==> config.mk <==
export PLATFORM = sky130hd
export DESIGN_NAME = asq_ctrl
export DESIGN_NICKNAME = d
export VERILOG_FILES = /design/src/rtl/core/asq_pkg.sv /design/src/rtl/core/asq_ctrl.sv
export VERILOG_INCLUDE_DIRS = /design/src /design/src/rtl/core
export SDC_FILE = /design/constraint.sdc
export NUM_CORES = 1
export LEC_CHECK = 0
export BUFFER_PORTS_ARGS = -buffer_cell sky130_fd_sc_hd__buf_2
export CAP_MARGIN = 20
export CORE_UTILIZATION = 45
export DETAILED_ROUTE_END_ITERATION = 8
export PLACE_DENSITY = 0.71
export SLEW_MARGIN = 20
export SYNTH_ARGS = -nofsm -noshare
export SYNTH_HDL_FRONTEND = slang
export SYNTH_SLANG_ARGS = --single-unit
==> constraint.sdc <==
create_clock -name clk_i -period 2.16 [get_ports clk_i]
set_clock_uncertainty 0.2 [all_clocks]
set_input_delay 0.216 -clock clk_i [delete_from_list [all_inputs] [get_ports clk_i]]
set_output_delay 0.216 -clock clk_i [all_outputs]
set_load 0.005 [all_outputs]
==> src/rtl/core/adjoint_stencil_quadrature_macros.svh <==
// Assertion macros shared by the adjoint stencil quadrature RTL.
// Needs clk_i and rst_ni in the scope of the module that uses ASQ_ASSERT.
`ifndef ADJOINT_STENCIL_QUADRATURE_MACROS_SVH
`define ADJOINT_STENCIL_QUADRATURE_MACROS_SVH

// Clocked assertion with explicit clock and active-low reset
`define ASQ_ASSERT_CLK(lbl, clk, rstn, prop, msg) \
  lbl: assert property (@(posedge clk) disable iff (!rstn) prop) else $error(msg);

// Same, on the block clock and reset
`define ASQ_ASSERT(lbl, prop, msg) \
  `ASQ_ASSERT_CLK(lbl, clk_i, rst_ni, prop, msg)

`endif

==> src/rtl/core/asq_pkg.sv <==
// Package for the adjoint stencil quadrature block: widths, register
// indices, reset values, controller types and the output saturation helper.
package asq_pkg;

  localparam int ValueBits = 32;
  localparam int CoefW     = 31;
  localparam int IdxW      = 10;
  localparam int CfgIdxW   = 3;
  localparam int InW       = 2 * ValueBits;
  localparam int OutPad    = 6;
  localparam int OutW      = IdxW + 3 * ValueBits + OutPad;

  localparam int MulAW = 64;
  localparam int MulBW = 32;
  localparam int T1W   = 49;
  localparam int ZW    = 48;
  localparam int SumW  = 62;

  localparam logic signed [SumW-1:0] SumLim = 62'sh1000000000000000;

  localparam logic [CfgIdxW-1:0] RegDiffCoef = 3'd0;
  localparam logic [CfgIdxW-1:0] RegAdvCoef  = 3'd1;
  localparam logic [CfgIdxW-1:0] RegInvDxSq  = 3'd2;
  localparam logic [CfgIdxW-1:0] RegInvTwoDx = 3'd3;
  localparam logic [CfgIdxW-1:0] RegGridStep = 3'd4;

  localparam logic [CoefW-1:0] DiffCoefRst = 31'd7225344;
  localparam logic [CoefW-1:0] AdvCoefRst  = 31'd172032;
  localparam logic [CoefW-1:0] InvDxSqRst  = 31'd7225344;
  localparam logic [CoefW-1:0] InvTwoDxRst = 31'd344064;
  localparam logic [CoefW-1:0] GridStepRst = 31'd6242;

  typedef enum logic [2:0] {
    ST_IDLE,
    ST_GO,
    ST_WAIT,
    ST_ACC,
    ST_EMIT,
    ST_SHIFT,
    ST_CLEAR
  } asq_state_e;

  typedef enum logic [2:0] {
    OP_DIFF,
    OP_ADV,
    OP_GRAD2,
    OP_GRAD1,
    OP_ZDIFF,
    OP_ZADV,
    OP_INT_DIFF,
    OP_INT_ADV
  } asq_op_e;

  typedef struct packed {
    logic    capture;
    logic    shift;
    logic    clear;
    logic    accum;
    logic    mul_start;
    logic    store;
    logic    emit;
    logic    emit_last;
    asq_op_e op;
  } asq_cmd_t;

  typedef struct packed {
    logic mul_done;
    logic out_free;
    logic cnt_nz;
    logic last;
  } asq_sts_t;

  function automatic logic signed [ValueBits-1:0] sat_val(input logic signed [MulAW-1:0] x);
    logic signed [ValueBits-1:0] r;
    if (x > 64'sd2147483647) begin
      r = 32'sh7FFFFFFF;
    end else if (x < -64'sd2147483648) begin
      r = 32'sh80000000;
    end else begin
      r = x[ValueBits-1:0];
    end
    return r;
  endfunction

endpackage

==> src/rtl/core/asq_ctrl.sv <==
// Controller: sequences capture, the six stencil multiplies, the two
// integral multiplies, accumulation and output. Depends on asq_pkg and the assertion macro header.
`include "adjoint_stencil_quadrature_macros.svh"

module asq_ctrl (
  input  logic               clk_i,
  input  logic               rst_ni,
  input  logic               s_tvalid_i,
  output logic               s_tready_o,
  input  asq_pkg::asq_sts_t  sts_i,
  output asq_pkg::asq_cmd_t  cmd_o
);
  import asq_pkg::*;

  asq_state_e state_q, state_d;
  asq_op_e    op_q, op_d, op_next;
  logic       pass2_q, pass2_d;

  always_comb begin
    case (op_q)
      OP_DIFF:     op_next = OP_ADV;
      OP_ADV:      op_next = OP_GRAD2;
      OP_GRAD2:    op_next = OP_GRAD1;
      OP_GRAD1:    op_next = OP_ZDIFF;
      OP_ZDIFF:    op_next = OP_ZADV;
      OP_INT_DIFF: op_next = OP_INT_ADV;
      default:     op_next = OP_DIFF;
    endcase
  end

  // next state
  always_comb begin
    state_d = state_q;
    op_d    = op_q;
    pass2_d = pass2_q;
    case (state_q)
      ST_IDLE: begin
        if (s_tvalid_i) begin
          pass2_d = 1'b0;
          op_d    = OP_DIFF;
          state_d = sts_i.cnt_nz ? ST_GO : ST_SHIFT;
        end
      end
      ST_GO: state_d = ST_WAIT;
      ST_WAIT: begin
        if (sts_i.mul_done) begin
          case (op_q)
            OP_ZADV:    state_d = ST_ACC;
            OP_INT_ADV: state_d = ST_EMIT;
            default: begin
              op_d    = op_next;
              state_d = ST_GO;
            end
          endcase
        end
      end
      ST_ACC: begin
        if (pass2_q) begin
          op_d    = OP_INT_DIFF;
          state_d = ST_GO;
        end else begin
          state_d = ST_EMIT;
        end
      end
      ST_EMIT: begin
        if (sts_i.out_free) state_d = pass2_q ? ST_CLEAR : ST_SHIFT;
      end
      ST_SHIFT: begin
        if (sts_i.last) begin
          pass2_d = 1'b1;
          op_d    = OP_DIFF;
          state_d = ST_GO;
        end else begin
          state_d = ST_IDLE;
        end
      end
      ST_CLEAR: state_d = ST_IDLE;
      default:  state_d = ST_IDLE;
    endcase
  end

  // outputs
  always_comb begin
    cmd_o           = '0;
    cmd_o.op        = op_q;
    cmd_o.emit_last = pass2_q;
    s_tready_o      = 1'b0;
    case (state_q)
      ST_IDLE: begin
        s_tready_o    = 1'b1;
        cmd_o.capture = s_tvalid_i;
      end
      ST_GO:    cmd_o.mul_start = 1'b1;
      ST_WAIT:  cmd_o.store     = sts_i.mul_done;
      ST_ACC:   cmd_o.accum     = 1'b1;
      ST_EMIT:  cmd_o.emit      = sts_i.out_free;
      ST_SHIFT: cmd_o.shift     = 1'b1;
      ST_CLEAR: cmd_o.clear     = 1'b1;
      default: ;
    endcase
  end

  always_ff @(posedge clk_i or negedge rst_ni) begin
    if (!rst_ni) begin
      state_q <= ST_IDLE;
      op_q    <= OP_DIFF;
      pass2_q <= 1'b0;
    end else begin
      state_q <= state_d;
      op_q    <= op_d;
      pass2_q <= pass2_d;
    end
  end

  `ASQ_ASSERT(a_ctrl_wait_holds, (state_q == ST_WAIT && !sts_i.mul_done) |=> (state_q == ST_WAIT), "left wait before multiply done")
  `ASQ_ASSERT(a_ctrl_last_clears, (cmd_o.emit && cmd_o.emit_last) |=> (state_q == ST_CLEAR), "run not cleared after final word")
  `ASQ_ASSERT(a_ctrl_int_follows, (state_q == ST_ACC && pass2_q) |=> (op_q == OP_INT_DIFF), "integral not started after final point")

endmodule

Yosys cells after proc, flatten, opt, wreduce, memory -nomap -nowiden
Cells that the tools add are included.
{"block": "totals", "register_bits": 7, "wordCells": 57, "output_inout_bits": 12, "inputBits": 7}
{"block": "classes", "reduce_logical": 8, "n_eq_ne": 19, "mux": 27}
{"op": "$pmux 3 s6", "count": 2}
{"op": "$mux 3", "count": 10}
{"op": "$eq 3x3->1 const B", "count": 7}
{"op": "$eq 3x2->1 const B", "count": 4}
{"op": "$ne 2x2->1 const B", "count": 6}
{"op": "$pmux 3 s4", "count": 1}
{"op": "$mux 1", "count": 11}
{"op": "$eq 3x1->1 const B", "count": 2}
{"op": "$logic_not 3->1", "count": 2}
{"op": "$pmux 3 s2", "count": 1}
{"op": "$reduce_and 3->1", "count": 2}
{"op": "$reduce_and 6->1", "count": 1}
{"op": "$reduce_bool 4->1", "count": 1}
{"op": "$mux 2", "count": 1}
{"op": "$pmux 1 s2", "count": 1}
{"op": "$reduce_bool 2->1", "count": 1}
{"op": "$reduce_or 2->1", "count": 1}

Depth between registers and ports, before layout
{"block": "depth", "depth_word": 5, "ltp_mapped": 6, "mapped_depth_nobuf": 4}

Least setup slack after synthesis
No wires, ideal clock.
{"block": "synth_path", "path_type": "reg2reg", "startpoint": "register state_q[2]", "endpoint": "register op_q[0]", "setup_ns": 0.125, "t_arrival_ns": 1.400, "stages_incl_launch_ff": 5, "setup_slack_ns": 0.435, "n_path_buf": 0, "required_time_ns": 1.835, "cell_sequence": "dfrtp_1 > nor4b_4 > a21oi_2 > a32oi_4 > mux2_4"}
{"block": "synth_via", "elab_chain_len": 3, "elab_cells_between_ends": 12}
{"item": "start, declared", "line": "asq_ctrl.sv:15", "rtl": "asq_state_e state_q, state_d;"}
{"item": "start signal, assigned", "line": "asq_ctrl.sv:109", "rtl": "state_q <= state_d;"}
{"item": "$eq 3x3->1, or another cell as far along", "line": "asq_ctrl.sv:36", "rtl": "case (state_q)"}
{"item": "$reduce_bool 4->1 (no line) / $ne 2x2->1 (equally long branches)"}
{"item": "$reduce_and 6->1 (no line)"}
{"item": "end signal, assigned", "line": "asq_ctrl.sv:110", "rtl": "op_q <= op_d;"}
{"item": "end, declared", "line": "asq_ctrl.sv:16", "rtl": "asq_op_e op_q, op_d, op_next;"}
Several ways; a longest one is shown, not always the timed one.
A chain may end at the register's enable or synchronous reset.

==> impl_metrics.json <==
{
  "hold_path_end": "state_q[1]$_DFFE_PN0P_",
  "cts_tree": "yes",
  "hold_viol_final": 0,
  "dp_hpwl_um": 1070,
  "r2r_setup_slack_ns": 0.29,
  "synth-async-reset-ratio_pct": 100,
  "drc": 0,
  "p_sw_share_pct": 44.7,
  "cp.depth": 4,
  "finalSetupViolations": 0,
  "antenna_left": 0,
  "setup_tns_ns": 0,
  "viasPerCell": 5.54,
  "slew_headroom_pct": 73.2,
  "layout.nets": 100,
  "core-area_um2": 1300,
  "seqPwrFrac_pct": 32.8,
  "utilization_pct": 58.5,
  "dr.pass1.iters": 4,
  "grt_pass1_vias": 433,
  "crit_path_start_kind": "register",
  "ys_seq_area_share_pct": 27.5,
  "grt_overflow": 0,
  "io_pins": 19,
  "peakVddDrop_mv": 0.602,
  "syn_nets": 80,
  "slowest_stage": "dfrtp_1",
  "wl_per_cell_um": 13.3,
  "yosys-top-cells-area": "dfrtp_1, nor2_1, mux2i_1, buf_4, mux2_4",
  "core.rowCount": 13,
  "synth.top_cell.area_share_pct": 27.5,
  "internal_power_uw": 528,
  "routed_wl_um": 1420,
  "multi_input_area_um2": 399,
  "synth_cell_types": 35,
  "critPathMaxFanout": 11,
  "grt_max_degree": 15,
  "htreeDepth": 1,
  "ys_warn_count": 0,
  "path_delay_family": "flip-flops",
  "status": "complete, no violations",
  "regArea_um2": 176,
  "r2r_start": "state_q[0]$_DFFE_PN0P_",
  "die-area_um2": 1570,
  "post_cts_buffers": 0,
  "pwr_density_cell_nw_per_um2": 1260,
  "period_needed_ns": 2.05,
  "final_cell_mix": "buf_2, nor2_1, inv_1, dfrtp_1",
  "synth_top_flop_cell": "dfrtp_1",
  "grt_pass1_wl_um": 2030,
  "die_h_um": 39.6,
  "layout-drive-gt1-share_pct": 35.9,
  "gp_congestion": 0.732,
  "drt_iter0_drc": 21,
  "n_fill_cell": 136,
  "layout_commonest_cell": "buf_2",
  "clkSinkCount": 7,
  "track_usage_pct": 20.2,
  "p_comb_share_pct": 54.4,
  "power.leakage_uw": 0.000369,
  "path_cells": "buf_4, or3_1, nor2_1, buf_2",
  "antenna_found_initial": 0,
  "critPathBufInv": 2,
  "cts_max_path_buffers": 2,
  "power.switching_uw": 427,
  "portBuffers": 18,
  "synth_edf_count": 0,
  "hold_start": "sts_i[3]",
  "syn_area_um2": 637,
  "drv_cap": 0,
  "critPathKind": "register to primary output",
  "dieWidth_um": 39.6,
  "finalCritPeriodShare_pct": 94.9,
  "cpPeakStageDelay_ns": 0.51,
  "synthCells": 73,
  "start_util_pct": 48.9,
  "whs_path_depth": 2,
  "reg2reg_to": "op_q[2]$_DFFE_PN0P_",
  "tightest_slew_ns": 0.402,
  "max_freq_mhz": 488,
  "critical_path_arrival_ns": 1.63,
  "clk_pin_slew_worst_paths_ns": 0.06,
  "clk_latency_ns": 0.26,
  "postSynthRegisterBits": 7,
  "power_frac_clock_pct": 12.8,
  "maxSlewViolCount": 0,
  "cts_root_buf": "clkbuf_4",
  "endpoint_kind": "primary output",
  "worstPathRequired_ns": 1.74,
  "rsz0062_at_grt": "false",
  "hp-class": "input pin to register",
  "antenna_cells": 0,
  "via_count": 593,
  "syn_area_per_cell_um2": 8.72,
  "cts_made_buffers": 3,
  "area_growth_pct": 19.4,
  "r2r_cells": 4,
  "yosysTopAreaCell": "dfrtp_1"
}
-- registers in the layout, summed over array words and instances, names as in the netlist --
register  flops
op_q          3
state_q       3
pass2_q       1
-- cell usage after synthesis, drive strengths merged (2+ instances only) --
master,instances
nor3,2
o21ai,5
nand3b,2
a21oi,4
or3b,2
nand3,2
dfrtp,7
mux2i,3
inv,6
buf,6
and3,2
nor2,10
nand2,3
mux2,2
-- cell families (layout without fill, tap and decap cells) --
kind of cell / count (synthesis) / count (layout) / synth area share (%)
buf+inv: 12 / 31 / 9.82
simple gates: 32 / 32 / 31.8
flops: 7 / 7 / 27.5
compound gates: 17 / 17 / 21.4
mux: 5 / 5 / 9.43
-- through the flow --
stage / hold slack (ns) / instance area, um^2 / setup slack [ns] / total power [uW] / instances
finish: 0.00487 / 761 / 0.110 / 955 / 107
global route: 0.0108 / 761 / 0.0394 / 1030 / 107
CTS: 0.00231 / 759 / 0.103 / 952 / 107
detailed placement: -0.138 / 713 / 0.252 / 823 / 101
global placement: -0.140 / 713 / 0.291 / 811 / 101
floorplan: -0.280 / 637 / 0.435 / 709 / 73
-- power groups by stage --
stage	sequential (uW)	combinational (uW)	clock, uW
finish	313	520	122
global route	327	573	131
CTS	309	519	124
detailed placement	309	513	0
global placement	304	507	0
floorplan	246	463	0
-- repair_timing --
item | 4_1_cts | 5_1_grt
hold endpoints to repair | 8 | 0
hold buffers | 2 | 0
endpoints found under the setup margin | 0 | 1
gates resized for setup | 0 | 1
-- how the worst max path moves through the flow --
stage	startpoint	to	slack (ns)
2_1_floorplan	state_q[2]$_DFFE_PN0P_	op_q[0]$_DFFE_PN0P_	0.43
3_3_place_gp	state_q[2]$_DFFE_PN0P_	op_q[2]$_DFFE_PN0P_	0.29
3_5_place_dp	state_q[2]$_DFFE_PN0P_	op_q[2]$_DFFE_PN0P_	0.25
4_1_cts	state_q[2]$_DFFE_PN0P_	cmd_o[4]	0.10
5_1_grt	state_q[0]$_DFFE_PN0P_	cmd_o[4]	0.04
6_report	state_q[0]$_DFFE_PN0P_	cmd_o[4]	0.11
-- layer usage --
layer	vias up	GRT usage (%)	wire, um
met4	0	5.17	15
li1	293	-	-
met2	18	28.7	639
met5	-	0	0
met1	278	29.9	690
met3	4	5.11	71
-- area by class of cell --
class,count,area share (%)
sequential,7,23.2
inverter,6,2.96
clock buffer,4,3.45
tap,15,2.47
timing repair buffer,21,15.5
multi-input combinational,54,52.5
No activity file was read; power rests on OpenSTA's default activity.
